`src/rtl/image_convolution_2d_assert.svh`:
```
// Assertion macros shared by the convolution filter RTL.
// Depends on nothing; included by the files that carry assertions.
`ifndef IMAGE_CONVOLUTION_2D_ASSERT_SVH
`define IMAGE_CONVOLUTION_2D_ASSERT_SVH

// Same-cycle implication, disabled while reset is held.
`define ICV_ASSERT_NOW(lbl, clk, rst_n, ante, cons) \
    lbl: assert property (@(posedge clk) disable iff (!(rst_n)) (ante) |-> (cons)) \
        else $error("icv assertion failed");

// Next-cycle implication, disabled while reset is held.
`define ICV_ASSERT_NEXT(lbl, clk, rst_n, ante, cons) \
    lbl: assert property (@(posedge clk) disable iff (!(rst_n)) (ante) |=> (cons)) \
        else $error("icv assertion failed");

`endif

```
`src/rtl/icv_ram.sv`:
```
// Generic single-write, single-read RAM with registered read data.
// No dependencies.
module icv_ram #(
    parameter int WIDTH = 8,
    parameter int DEPTH = 256
) (
    input  logic                     i_clk,
    input  logic                     i_we,
    input  logic [$clog2(DEPTH)-1:0] i_waddr,
    input  logic [WIDTH-1:0]         i_wdata,
    input  logic [$clog2(DEPTH)-1:0] i_raddr,
    output logic [WIDTH-1:0]         o_rdata
);

    logic [WIDTH-1:0] r_mem [DEPTH];
    logic [WIDTH-1:0] r_rdata;

    always_ff @(posedge i_clk) begin
        if (i_we) begin
            r_mem[i_waddr] <= i_wdata;
        end
        r_rdata <= r_mem[i_raddr];
    end

    assign o_rdata = r_rdata;

endmodule

```
`config.mk`:
```
export PLATFORM = sky130hd
export DESIGN_NAME = icv_ram
export DESIGN_NICKNAME = d
export VERILOG_FILES = /design/src/rtl/image_convolution_2d_assert.svh /design/src/rtl/icv_ram.sv
export SDC_FILE = /design/constraint.sdc
export NUM_CORES = 2
export LEC_CHECK = 0
export BUFFER_PORTS_ARGS = -buffer_cell sky130_fd_sc_hd__buf_4
export CAP_MARGIN = 20
export CORE_UTILIZATION = 30
export DETAILED_ROUTE_END_ITERATION = 10
export GPL_TIMING_DRIVEN = 0
export SKIP_LAST_GASP = 1
export SYNTH_ARGS = -nofsm -noshare
export SYNTH_HDL_FRONTEND = slang
export SYNTH_SLANG_ARGS = --single-unit
```
`constraint.sdc`:
```
create_clock -name i_clk -period 3.1 [get_ports i_clk]
set_input_delay 0.62 -clock i_clk [delete_from_list [all_inputs] [get_ports i_clk]]
set_output_delay 0.62 -clock i_clk [all_outputs]
set_load 0.01 [all_outputs]
```
==> summary.txt <==
Status: finished with violations
WS Path Type: input pin to flop
Clk buf depth: 3
Setup TNS: -64.09 ns
Die span in y: 517 µm
TritonCTS clock tree: built
Worst vdd ir: 0.537 mV
Post-synth top area share: 0.773
Max-cap violations: 0
Area leader, netlist: edfxtp_1
Worst Slack Setup Final: -0.370 ns
Total GRT Usage: 0.182
CP endpoint kind: flop
GR met1 Demand/Resource: 0.236
Grt ovf: 0
Worst-path clk slew: 0.06 ns
Slew Limit Fails: 0
Min cycle time layout: 3.47 ns
Number of global-route vias before repair: 40700
Clock latency reported for the late side of the worst-skew pair: 0.85 ns
Worst r2r dst: o_rdata[3]$_DFF_P_
RSZ-0062 raised after global routing: true
Most frequent cell after synthesis: edfxtp_1
Worst hold-check path type: input pin to flop
Clock tree root buffer cell: clkbuf_16
Non-filler cells in the finished layout: 7695
Worst setup SP type: input pin
Worst hold path stage count: 1
Leak: 27.8 nW
Number of setup violations in the final report: 696
Maximum fanout along the worst path: 10
R2R cell count: 6
Ports: 34
DR WL/cell: 31.9 µm
Worst-Margin Slew: 1.21 ns
Met2 usage: 0.283
# rows: 188
Ys async rst share: 0
Final hold slack: 0.197 ns
Layout Skew: 0.0340 ns
R2R setup slack: 0.28 ns
Core area: 0.263 mm²
RePlAce Congestion: 0.958
Worst r2r src: r_mem[83][3]$_DFFE_PP_
TritonCTS Buffers: 205
Max_slew headroom: 0.192
Slowest cell on crit path: nor2_1
Crit-path max cell delay: 0.80 ns
Initial DRC count: 6323
Largest net degree at the start of global routing: 165
Synth Flop Type: edfxtp_1
Seq/Total Area, Yosys: 0.775
Top Usage Layer GRT: met2
Worst hold start: i_wdata[0]
Vias: 41400
Total Wirelength: 246000 µm
Hold path endpoint: r_mem[154][0]$_DFFE_PP_
Antenna violations before repair: 15
Pwr dens: 630 mW/mm²
GR Util met3: 0.0505
Synth area leaders: edfxtp_1, mux4_2, mux2i_1, nor2_1, a22oi_1
Worst path bufs/invs: 2
CP arrival: 3.92 ns
DP HPWL: 163000 µm
TritonCTS sink count: 2056
Cells after DPL: 7311
Nets: 4033
Mapped Area: 0.0796 mm²
Final Hold Fails: 0
Clock H-tree levels: 4
Critical Path RT: 3.55 ns
Drt first pass iters: 6
Starting density of the core: 0.303
CP top delay family: simple AND/OR/NAND/NOR gates
Layout cells sized above 1: 0.276
Synth Instances: 3733
Syn Nets: 3759
Tot Pwr: 58.1 mW
Global-route wire length before repair: 333000 µm
Area grow syn2layout: 15.8%
Post-cts hold buffer count: 0
Number of flops mapped to enable cells by yosys: 2048
Port bufs: 26
Die width: 517 µm
Final critical-path share of the clock period: 1.12
Synthesis Warnings: 0
Avg Inst Size Synth: 21.3 µm²
Yosys cell types: 55
Failing checks: setup timing
Worst path cell trace: clkbuf_1, nor2_1, nand4_1, clkbuf_2, nor2_2
DRC: 0
Final ANT Viol Nets: 0
DR vias/cell: 5.38
Die area: 0.267 mm²
Max frequency: 288 MHz
Synth top cells by count: edfxtp_1, mux4_2, nor2_1
Synthesized flop and latch total: 2056
## placed cells by master, fill, tap and decap left out, drive strengths merged, types with 8 or more instances in the layout
| cell | Yosys | layout |
|---|---|---|
| edfxtp | 2048 | 2048 |
| clkbuf | 111 | 359 |
| nand3 | 34 | 34 |
| nor4 | 27 | 27 |
| o221ai | 47 | 47 |
| buf | 122 | 190 |
| mux2i | 134 | 134 |
| a22oi | 133 | 133 |
| inv | 1 | 9 |
| a211oi | 16 | 16 |
| nor3 | 22 | 22 |
| dfxtp | 8 | 8 |
| o22ai | 28 | 28 |
| a21oi | 96 | 96 |
| clkinv | 1 | 99 |
| o211ai | 10 | 10 |
| nor2 | 282 | 282 |
| a221oi | 14 | 14 |
| o21ai | 12 | 12 |
| nor2b | 31 | 31 |
| a22o | 8 | 8 |
| nand2b | 8 | 8 |
| bufinv | 0 | 12 |
| nand2 | 33 | 33 |
| mux4 | 456 | 456 |
| nand4 | 10 | 10 |
## report_power, final
part / total, mW / leakage, nW / switching [mW] / internal [mW]
clock network: 23.9 / 3.12 / 10.6 / 13.3
registers: 30.7 / 18.5 / 0.0179 / 30.6
logic: 3.48 / 6.24 / 2.39 / 1.09
## per-layer routing
metal | share of wire | up-vias
li1 | - | 16300
met1 | 0.38 | 22000
met2 | 0.46 | 2637
met3 | 0.11 | 521
met4 | 0.049 | 4
met5 | 0.00011 | -
## registers in the layout, summed over array words and instances, names as in the netlist
signal	cells
o_rdata	8
r_mem	2048
## through the flow
step | worst slack (ns) | instance area, µm² | util
global placement | -2.93 | 84100 | 0.320
finish | -0.370 | 92200 | 0.350
CTS | -0.201 | 91700 | 0.349
detailed placement | -2.25 | 84900 | 0.323
global route | -0.222 | 92100 | 0.350
floorplan | 0.542 | 79600 | -
## area by class of cell
type | count | area, µm²
timing repair buffer | 69 | 950
clock inverter | 124 | 992
clock buffer | 250 | 5360
buffer | 231 | 1580
sequential | 2056 | 61700
antenna | 6 | 15.0
inverter | 2 | 7.51
fill | 24400 | 171000
multi-input combinational | 1442 | 17200
tap | 3515 | 4400
## worst max-delay path by stage
stage               start                endpoint  slack (ns)  cells past startpoint
2_1_floorplan  i_raddr[0]      o_rdata[2]$_DFF_P_        0.54                      9
3_3_place_gp   i_raddr[1]      o_rdata[4]$_DFF_P_       -2.93                      9
3_5_place_dp   i_raddr[2]      o_rdata[7]$_DFF_P_       -2.25                      9
4_1_cts        i_raddr[1]      o_rdata[7]$_DFF_P_       -0.20                      9
5_1_grt        i_waddr[1]  r_mem[50][7]$_DFFE_PP_       -0.22                      6
6_report       i_waddr[1]  r_mem[44][7]$_DFFE_PP_       -0.37                      5
## kinds of logic after synthesis
| group | count (synthesis) | synth area share |
|---|---|---|
| AND/OR/NAND/NOR | 466 | 0.0263 |
| AO/OA/AOI/OAI | 385 | 0.0342 |
| multiplexers | 591 | 0.146 |
| buffers and inverters | 235 | 0.0183 |
| flip-flops | 2056 | 0.775 |
## repair_timing
item / CTS / global route
buffers inserted: 3 / 3
setup endpoints to repair: 329 / 919
pin swaps: 3 / 4
resized for setup: 134 / 131
(Power assumes the default switching activity.)
