[config.mk]
export PLATFORM = sky130hd
export DESIGN_NAME = icv_seq
export DESIGN_NICKNAME = d
export VERILOG_FILES = /design/src/rtl/image_convolution_2d_assert.svh /design/src/rtl/icv_pkg.sv /design/src/rtl/icv_seq.sv
export SDC_FILE = /design/constraint.sdc
export NUM_CORES = 1
export LEC_CHECK = 0
export BUFFER_PORTS_ARGS = -buffer_cell sky130_fd_sc_hd__buf_2
export CAP_MARGIN = 10
export CORE_AREA = 3 3 40 42
export DETAILED_ROUTE_END_ITERATION = 12
export DIE_AREA = 0 0 43 45
export PLACE_DENSITY = 0.55
export REMOVE_ABC_BUFFERS = 1
export SKIP_CTS_REPAIR_TIMING = 1
export SLEW_MARGIN = 20
export SYNTH_ARGS = -nofsm -noshare
export SYNTH_HDL_FRONTEND = slang
export SYNTH_SLANG_ARGS = --single-unit
[constraint.sdc]
create_clock -name i_clk -period 1.6 [get_ports i_clk]
set_input_delay 0.4 -clock i_clk [delete_from_list [all_inputs] [get_ports i_clk]]
set_output_delay 0.4 -clock i_clk [all_outputs]
set_load 0.005 [all_outputs]
[src/rtl/image_convolution_2d_assert.svh]
// Assertion macros shared by the convolution filter RTL.
// Depends on nothing; included by the files that carry assertions.
`ifndef IMAGE_CONVOLUTION_2D_ASSERT_SVH
`define IMAGE_CONVOLUTION_2D_ASSERT_SVH

// Same-cycle implication, disabled while reset is held.
`define ICV_ASSERT_NOW(lbl, clk, rst_n, ante, cons) \
    lbl: assert property (@(posedge clk) disable iff (!(rst_n)) (ante) |-> (cons)) \
        else $error("icv assertion failed");

// Next-cycle implication, disabled while reset is held.
`define ICV_ASSERT_NEXT(lbl, clk, rst_n, ante, cons) \
    lbl: assert property (@(posedge clk) disable iff (!(rst_n)) (ante) |=> (cons)) \
        else $error("icv assertion failed");

`endif

[src/rtl/icv_pkg.sv]
// Shared types and constants of the 2-D convolution filter.
// No dependencies; imported by the sequencer and the top level.
package icv_pkg;

    localparam int MAX_KERNEL_SIDE = 16;
    localparam int FRAME_SIDE      = 256;

    localparam int TAP_W   = $clog2(MAX_KERNEL_SIDE);
    localparam int KDIM_W  = TAP_W + 1;
    localparam int COORD_W = $clog2(FRAME_SIDE);
    localparam int FRAC_W  = 14;
    localparam int CHAN_W  = 8;
    localparam int COEF_W  = 16;
    localparam int PROD_W  = CHAN_W + 1 + COEF_W;
    localparam int ACC_W   = PROD_W + 2 * TAP_W;
    localparam int CFG_IDX_W  = 3;
    localparam int CFG_DATA_W = 9;

    typedef enum logic [1:0] {
        KIND_COEF  = 2'd0,
        KIND_PIXEL = 2'd1,
        KIND_REQ   = 2'd2
    } t_kind;

    typedef enum logic [CFG_IDX_W-1:0] {
        CFG_KERNEL_W = 3'd0,
        CFG_KERNEL_H = 3'd1,
        CFG_ANCHOR_X = 3'd2,
        CFG_ANCHOR_Y = 3'd3,
        CFG_FRAME_W  = 3'd4,
        CFG_FRAME_H  = 3'd5
    } t_cfg_reg;

    typedef struct packed {
        logic [1:0]               kind;
        logic [7:0]               pos_x;
        logic [7:0]               pos_y;
        logic [7:0]               red_in;
        logic [7:0]               green_in;
        logic [7:0]               blue_in;
        logic signed [COEF_W-1:0] coefficient;
    } t_in;

    typedef struct packed {
        logic [7:0] red_out;
        logic [7:0] green_out;
        logic [7:0] blue_out;
    } t_out;

    typedef enum logic [2:0] {
        STEP_IDLE   = 3'd0,
        STEP_TAP    = 3'd1,
        STEP_DRAIN0 = 3'd2,
        STEP_DRAIN1 = 3'd3,
        STEP_FIN    = 3'd4,
        STEP_HOLD   = 3'd5
    } t_step;

    typedef enum logic [1:0] {
        COND_ALWAYS    = 2'd0,
        COND_NO_REQ    = 2'd1,
        COND_MORE_TAPS = 2'd2,
        COND_OUT_FREE  = 2'd3
    } t_cond;

    // One control word of the sequencer program.
    typedef struct packed {
        logic  ready;
        logic  clr;
        logic  issue;
        logic  fin;
        t_cond cond;
        t_step target;
    } t_ctl;

    // Datapath status seen by the jump conditions.
    typedef struct packed {
        logic req;
        logic more_taps;
        logic out_free;
    } t_stat;

endpackage

[src/rtl/icv_seq.sv]
// Microcoded sequencer: step counter, program table and jump logic.
// Depends on icv_pkg for the control word, status and step types.
module icv_seq (
    input  logic          i_clk,
    input  logic          i_rst_n,
    input  icv_pkg::t_stat i_stat,
    output icv_pkg::t_ctl  o_ctl
);
    import icv_pkg::*;

    t_step r_step;
    t_step n_step;
    t_ctl  ctl;
    logic  cond_true;

    // Program table
    always_comb begin
        ctl = '{ready: 1'b0, clr: 1'b0, issue: 1'b0, fin: 1'b0,
                cond: COND_ALWAYS, target: STEP_IDLE};
        unique case (r_step)
            STEP_IDLE: begin
                ctl.ready  = 1'b1;
                ctl.clr    = 1'b1;
                ctl.cond   = COND_NO_REQ;
                ctl.target = STEP_IDLE;
            end
            STEP_TAP: begin
                ctl.issue  = 1'b1;
                ctl.cond   = COND_MORE_TAPS;
                ctl.target = STEP_TAP;
            end
            STEP_DRAIN0: begin
                ctl.cond   = COND_ALWAYS;
                ctl.target = STEP_DRAIN1;
            end
            STEP_DRAIN1: begin
                ctl.cond   = COND_ALWAYS;
                ctl.target = STEP_FIN;
            end
            STEP_FIN: begin
                ctl.fin    = 1'b1;
                ctl.cond   = COND_OUT_FREE;
                ctl.target = STEP_IDLE;
            end
            STEP_HOLD: begin
                ctl.cond   = COND_ALWAYS;
                ctl.target = STEP_FIN;
            end
            default: begin
                ctl.cond   = COND_ALWAYS;
                ctl.target = STEP_IDLE;
            end
        endcase
    end

    always_comb begin
        unique case (ctl.cond)
            COND_ALWAYS:    cond_true = 1'b1;
            COND_NO_REQ:    cond_true = !i_stat.req;
            COND_MORE_TAPS: cond_true = i_stat.more_taps;
            COND_OUT_FREE:  cond_true = i_stat.out_free;
            default:        cond_true = 1'b1;
        endcase
    end

    // Next step: take the jump, else fall through
    always_comb begin
        if (cond_true) begin
            n_step = ctl.target;
        end else begin
            n_step = t_step'(r_step + 3'd1);
        end
    end

    always_ff @(posedge i_clk) begin
        if (!i_rst_n) begin
            r_step <= STEP_IDLE;
        end else begin
            r_step <= n_step;
        end
    end

    assign o_ctl = ctl;

endmodule

==> results of run 1 <==
[per-layer routing]
layer	wire length, um	vias up	GRT usage, %	share of wire [%]
met2	282	14	9.58	39
li1	-	168	-	-
met5	0	-	0	0
met3	74	0	1.99	10
met1	372	125	10.6	51
met4	0	0	5.42	0
[power groups by stage]
stage / Clock (uW) / Combinational [uW] / Sequential [uW]
after floorplan: 0 / 247 / 118
after global placement: 0 / 401 / 110
after detailed placement: 0 / 398 / 111
after CTS: 138 / 400 / 110
after global routing: 139 / 563 / 137
final: 131 / 514 / 134
[worst reg2reg max path: cells and delay by family, from the launching register on]
kind | cells | cell delay, ns
mux | 1 | 0.23
buf+inv | 1 | 0.05
compound gates | 1 | 0.35
fa+ha+maj | 1 | 0.17
flops | 1 | 0.38
simple gates | 1 | 0.22
[layout make-up]
type | count | area, um2
well taps | 15 | 18.8
multi-input cells | 30 | 273
repair buffers | 18 | 113
flip-flops and latches | 3 | 66.3
fillers | 132 | 767
inverters | 5 | 21.3
clock buffers | 4 | 26.3
[worst max-delay path by stage]
stage / depth (start not counted) / startpoint / slack (ns) / to
after floorplan: 5 / r_step[1]$_SDFF_PN0_ / 0.09 / r_step[0]$_SDFF_PN0_
after global placement: 5 / r_step[0]$_SDFF_PN0_ / 0.09 / r_step[0]$_SDFF_PN0_
after detailed placement: 5 / r_step[0]$_SDFF_PN0_ / 0.02 / r_step[2]$_SDFF_PN0_
after CTS: 5 / r_step[1]$_SDFF_PN0_ / -0.11 / o_ctl[2]
after global routing: 5 / r_step[1]$_SDFF_PN0_ / -0.04 / o_ctl[0]
final: 5 / r_step[1]$_SDFF_PN0_ / 0.006 / o_ctl[2]
[layout by cell type (no fill, tap or decap), drive strengths merged, types with 2 or more instances in the layout]
| cell type | n |
|---|---|
| a211oi | 2 |
| and2b | 2 |
| buf | 18 |
| clkbuf | 4 |
| dfxtp | 3 |
| ha | 4 |
| inv | 5 |
| mux2i | 3 |
| nand2 | 8 |
| nor2 | 3 |
| o21ai | 2 |
[metrics by stage]
| step | hold slack [ns] | cells | utilization [%] | power (uW) |
|---|---|---|---|---|
| 4_1_cts | 0.452 | 72 | 33.4 | 648 |
| 6_report | 0.455 | 75 | 40.3 | 779 |
| 2_1_floorplan | 0.539 | 38 | - | 364 |
| 5_1_grt | 0.469 | 75 | 40.3 | 839 |
| 3_3_place_gp | 0.597 | 68 | 31.4 | 511 |
| 3_5_place_dp | 0.602 | 68 | 31.4 | 509 |
[cell families (layout without fill, tap and decap cells)]
kind of cell | Yosys count | after routing | synth area share [%]
and+or+nand+nor | 16 | 16 | 26.0
buffers and inverters | 7 | 27 | 11.6
AOI/OAI and AO/OA | 6 | 6 | 16.3
adders and majority gates | 4 | 4 | 15.5
muxes | 3 | 3 | 9.30
DFF | 3 | 3 | 18.6
xor gates and xnor gates | 1 | 1 | 2.71
==> results.py, run 1 <==
metrics = {
    "sta": {
        "fmax_ghz": 0.627,
        "rsz0062_at_grt": "yes",
        "hold_viol_final": 0,
        "setup_ws_ns": 0.00562,
        "setup-tns-final_ns": 0,
        "worstMarginPinSlew_ns": 0.365,
        "fin_crit_ns": 1.59,
        "slew-limit-headroom_pct": 75.6,
        "setup_viol": 0,
        "slew_viol_final": 0,
        "fin_skew_ns": 0.00283,
        "fin_crit_sh_pct": 99.6,
    },
    "power": {
        "vdd_drop_max_v": 0.000605,
        "cell_internal_pwr_uw": 478,
        "p_comb_share_pct": 66.0,
        "powerDensity_nw_per_um2": 1500,
        "seqPwrFrac_pct": 17.2,
        "swShare_pct": 38.6,
        "p_switching_uw": 301,
        "p_leak_uw": 0.000254,
        "p_clk_share_pct": 16.8,
    },
    "floorplan": {
        "die_w_um": 43,
        "die-area_um2": 1940,
        "start_util_pct": 25.1,
        "die_y_um": 45,
        "core_area_um2": 1280,
        "fp-row-count": 13,
        "io-pin-count": 14,
    },
    "worst_setup_path": {
        "worst-endpoint-arrival_ns": 1.19,
        "cp-start-kind": "flop",
        "worst-path-buf-inv": 3,
        "crit_path_cell_trace": "buf_6, ha_4, inv_1, o22ai_2, buf_2",
        "worstSetupPathType": "reg2out",
        "cp-end-kind": "primary output",
        "cp.required_ns": 1.20,
        "reg2reg_depth": 5,
        "r2r_setup_slack_ns": 0.11,
        "rr_endpoint": "r_step[2]$_SDFF_PN0_",
        "worstPathMaxFanout": 5,
        "timing.rr.start": "r_step[0]$_SDFF_PN0_",
        "cpLargestDelayFamily": "flip-flops",
        "cp_slowest_stage_delay_ns": 0.33,
        "slowest_stage": "dfxtp_2",
    },
    "cells_and_area": {
        "final_nets": 70,
        "drive_gt1_share_pct": 61.7,
        "largest_reg_flops": 3,
        "n_antenna_cell": 0,
        "final_cell_area_um2": 518,
        "area_growth_pct": 60.5,
        "top_register": "r_step",
        "top_regs": "r_step (3)",
    },
    "route": {
        "drt_iter0_markers": 7,
        "dr.pass1.iters": 2,
        "drc_errors": 0,
        "routed_wirelength_um": 729,
        "routed-via-count": 307,
        "avgViaCountPerCell": 4.09,
        "final_antenna_net_count": 0,
        "wire_per_inst_um": 9.72,
    },
    "min_path": {
        "whs_endpoint": "r_step[0]$_SDFF_PN0_",
        "hold_class": "in2reg",
        "hp-start": "i_rst_n",
        "whs_path_depth": 3,
    },
    "cts": {
        "cts_buffer_depth": 2,
        "cts_made_buffers": 3,
        "cts_tree": "yes",
        "clkLatencyLatePin_ns": 0.23,
        "cts_root_buf": "clkbuf_4",
        "clock-sinks": 3,
        "clk_pin_slew_ns": 0.04,
        "htree_num_levels": 1,
    },
    "synth": {
        "syn_inst": 40,
        "synth_warnings": 0,
        "async_reset_ff_share_pct": 0,
        "synth_cell_type_count": 20,
        "ys_seq_area_share_pct": 18.6,
        "avgSynthCellArea_um2": 8.07,
        "synth-edff-count": 0,
        "synth_top_area_cell": "dfxtp_1",
        "synth_ff_type": "dfxtp_1",
        "synth_seq_cells": 3,
        "yosys-top-cells-count": "7 x nand2_1, 5 x inv_1, 4 x ha_1",
        "yosysMostFrequentCell": "nand2_1",
        "syn-cell-area_um2": 323,
        "ys_top_cells_by_area": "dfxtp_1 19%, ha_1 16%, mux2i_1 9.3%, nand2_1 8.1%, a211oi_2 7.8%",
        "yosys.area.top_type_share_pct": 18.6,
    },
    "run_status": {
        "outcome": "complete, no violations",
    },
    "placement": {
        "gp_congestion": 0.781,
        "hpwl_um": 536,
        "place_ws_ns": 0.0246,
        "post_dp_cell_area_um2": 403,
        "port_buffers": 13,
    },
    "job": {
        "drv_cap": 0,
    },
    "global_routing": {
        "grt_pass1_vias": 264,
        "grt_max_degree": 9,
        "grt_pass1_wl_mm": 1.07,
        "grtUsageTotal_pct": 7.49,
        "grt-ovfl-total": 0,
        "antenna_found_initial": 0,
    },
}
Note: power is estimated with default switching activity, not from simulation.
==> inputs of run 2 (changes only) <==
PLACE_DENSITY = 0.53   (was 0.55)
clock period = 1.5 ns   (was 1.6 ns; I/O delays follow)
==> results.py, run 2 (synthesis results as in run 1) <==
metrics = {
    "floorplan": {
        "die-area_um2": 1940,
        "io-pin-count": 14,
        "core_area_um2": 1280,
        "fp-row-count": 13,
        "die_w_um": 43,
        "start_util_pct": 25.1,
        "die_y_um": 45,
    },
    "sta": {
        "slew_viol_final": 0,
        "fmax_ghz": 0.628,
        "fin_crit_ns": 1.59,
        "rsz0062_at_grt": "yes",
        "setup_viol": 6,
        "setup_ws_ns": -0.0932,
        "setup-tns-final_ns": -0.364,
        "fin_skew_ns": 0.000757,
        "fin_crit_sh_pct": 106,
        "hold_viol_final": 0,
        "slew-limit-headroom_pct": 76.4,
        "worstMarginPinSlew_ns": 0.354,
    },
    "route": {
        "routed-via-count": 343,
        "drt_iter0_markers": 1,
        "routed_wirelength_um": 792,
        "dr.pass1.iters": 2,
        "avgViaCountPerCell": 4.45,
        "wire_per_inst_um": 10.3,
        "final_antenna_net_count": 0,
        "drc_errors": 0,
    },
    "worst_setup_path": {
        "cp.required_ns": 1.12,
        "worstPathMaxFanout": 3,
        "worst-endpoint-arrival_ns": 1.22,
        "rr_endpoint": "r_step[2]$_SDFF_PN0_",
        "cp-end-kind": "primary output",
        "timing.rr.start": "r_step[0]$_SDFF_PN0_",
        "r2r_setup_slack_ns": 0.02,
        "worstSetupPathType": "reg2out",
        "cp-start-kind": "flop",
        "reg2reg_depth": 5,
    },
    "min_path": {
        "hp-start": "i_rst_n",
        "whs_path_depth": 3,
        "hold_class": "in2reg",
        "whs_endpoint": "r_step[0]$_SDFF_PN0_",
    },
    "cells_and_area": {
        "seqCellArea_um2": 66.3,
        "nFillCells": 138,
        "layout_commonest_cell": "buf_2",
        "largest_reg_flops": 3,
        "top_register": "r_step",
        "drive_gt1_share_pct": 64.5,
        "multi_input_area_um2": 274,
        "top_regs": "r_step (3)",
        "final_nets": 72,
        "n_antenna_cell": 0,
        "final_cell_mix": "13 x buf_2, 7 x nand2_1, 5 x buf_4",
        "area_growth_pct": 64.0,
        "final_cell_area_um2": 529,
    },
    "power": {
        "p_leak_uw": 0.000264,
        "powerDensity_nw_per_um2": 1540,
        "vdd_drop_max_v": 0.000683,
    },
    "global_routing": {
        "grt_max_degree": 9,
        "antenna_found_initial": 0,
        "grt_pass1_vias": 317,
        "grt_pass1_wl_mm": 1.39,
        "grtUsageTotal_pct": 9.82,
        "grt-ovfl-total": 0,
    },
    "placement": {
        "port_buffers": 13,
        "hpwl_um": 620,
        "post_dp_cell_area_um2": 425,
        "gp_congestion": 0.776,
        "place_ws_ns": -0.0386,
    },
    "run_status": {
        "violations": "negative setup slack",
        "outcome": "finished with violations",
    },
    "cts": {
        "cts_root_buf": "clkbuf_4",
        "clkLatencyLatePin_ns": 0.23,
        "clock-sinks": 3,
        "cts_buffer_depth": 2,
        "cts_tree": "yes",
        "clk_pin_slew_ns": 0.04,
        "htree_num_levels": 1,
        "cts_made_buffers": 3,
    },
    "job": {
        "drv_cap": 0,
    },
}
[run 2: worst max path at each step]
stage	cells after the start	to	from
6_report	5	o_ctl[1]	r_step[0]$_SDFF_PN0_
5_1_grt	5	o_ctl[1]	r_step[0]$_SDFF_PN0_
4_1_cts	6	o_ctl[2]	r_step[1]$_SDFF_PN0_
3_5_place_dp	5	r_step[2]$_SDFF_PN0_	r_step[0]$_SDFF_PN0_
3_3_place_gp	6	r_step[2]$_SDFF_PN0_	r_step[1]$_SDFF_PN0_
2_1_floorplan	5	r_step[0]$_SDFF_PN0_	r_step[1]$_SDFF_PN0_
[run 2: critical path: stages, from the launching register on]
cell     delay, ns
dfxtp_4       0.37
inv_2         0.05
buf_6         0.11
ha_4          0.15
and2b_2       0.19
buf_2         0.12
[run 2: per-stage QoR]
step                      utilization, %  hold slack, ns  total power (uW)  std cells
after floorplan                        -           0.514               389         38
after global placement              33.1           0.682               579         71
after detailed placement            33.1           0.688               578         71
after CTS                           35.2           0.440               727         75
after global routing                41.2           0.458               905         77
final                               41.2           0.435               816         77
[run 2: cell type report]
type                    count  area share (%)
clock buffers               4            4.96
inverters                   5            3.55
multi-input cells          30            51.8
flip-flops and latches      3            12.5
well taps                  15            3.55
repair buffers             20            23.6
[run 2: power by group]
part,leakage [uW],switching [uW],internal [uW],total [uW]
logic,0.000223,252,287,539
clock network,0.0000150,38.5,99.5,138
registers,0.0000261,29.0,109,138
total,0.000264,320,496,816
[run 2: routing by layer]
layer | vias up | GRT usage, % | routed length, um
met5 | - | 0 | 0
met4 | 0 | 5.42 | 0
met3 | 0 | 3.98 | 78
met2 | 13 | 15.6 | 376
met1 | 155 | 11.3 | 337
li1 | 175 | - | -
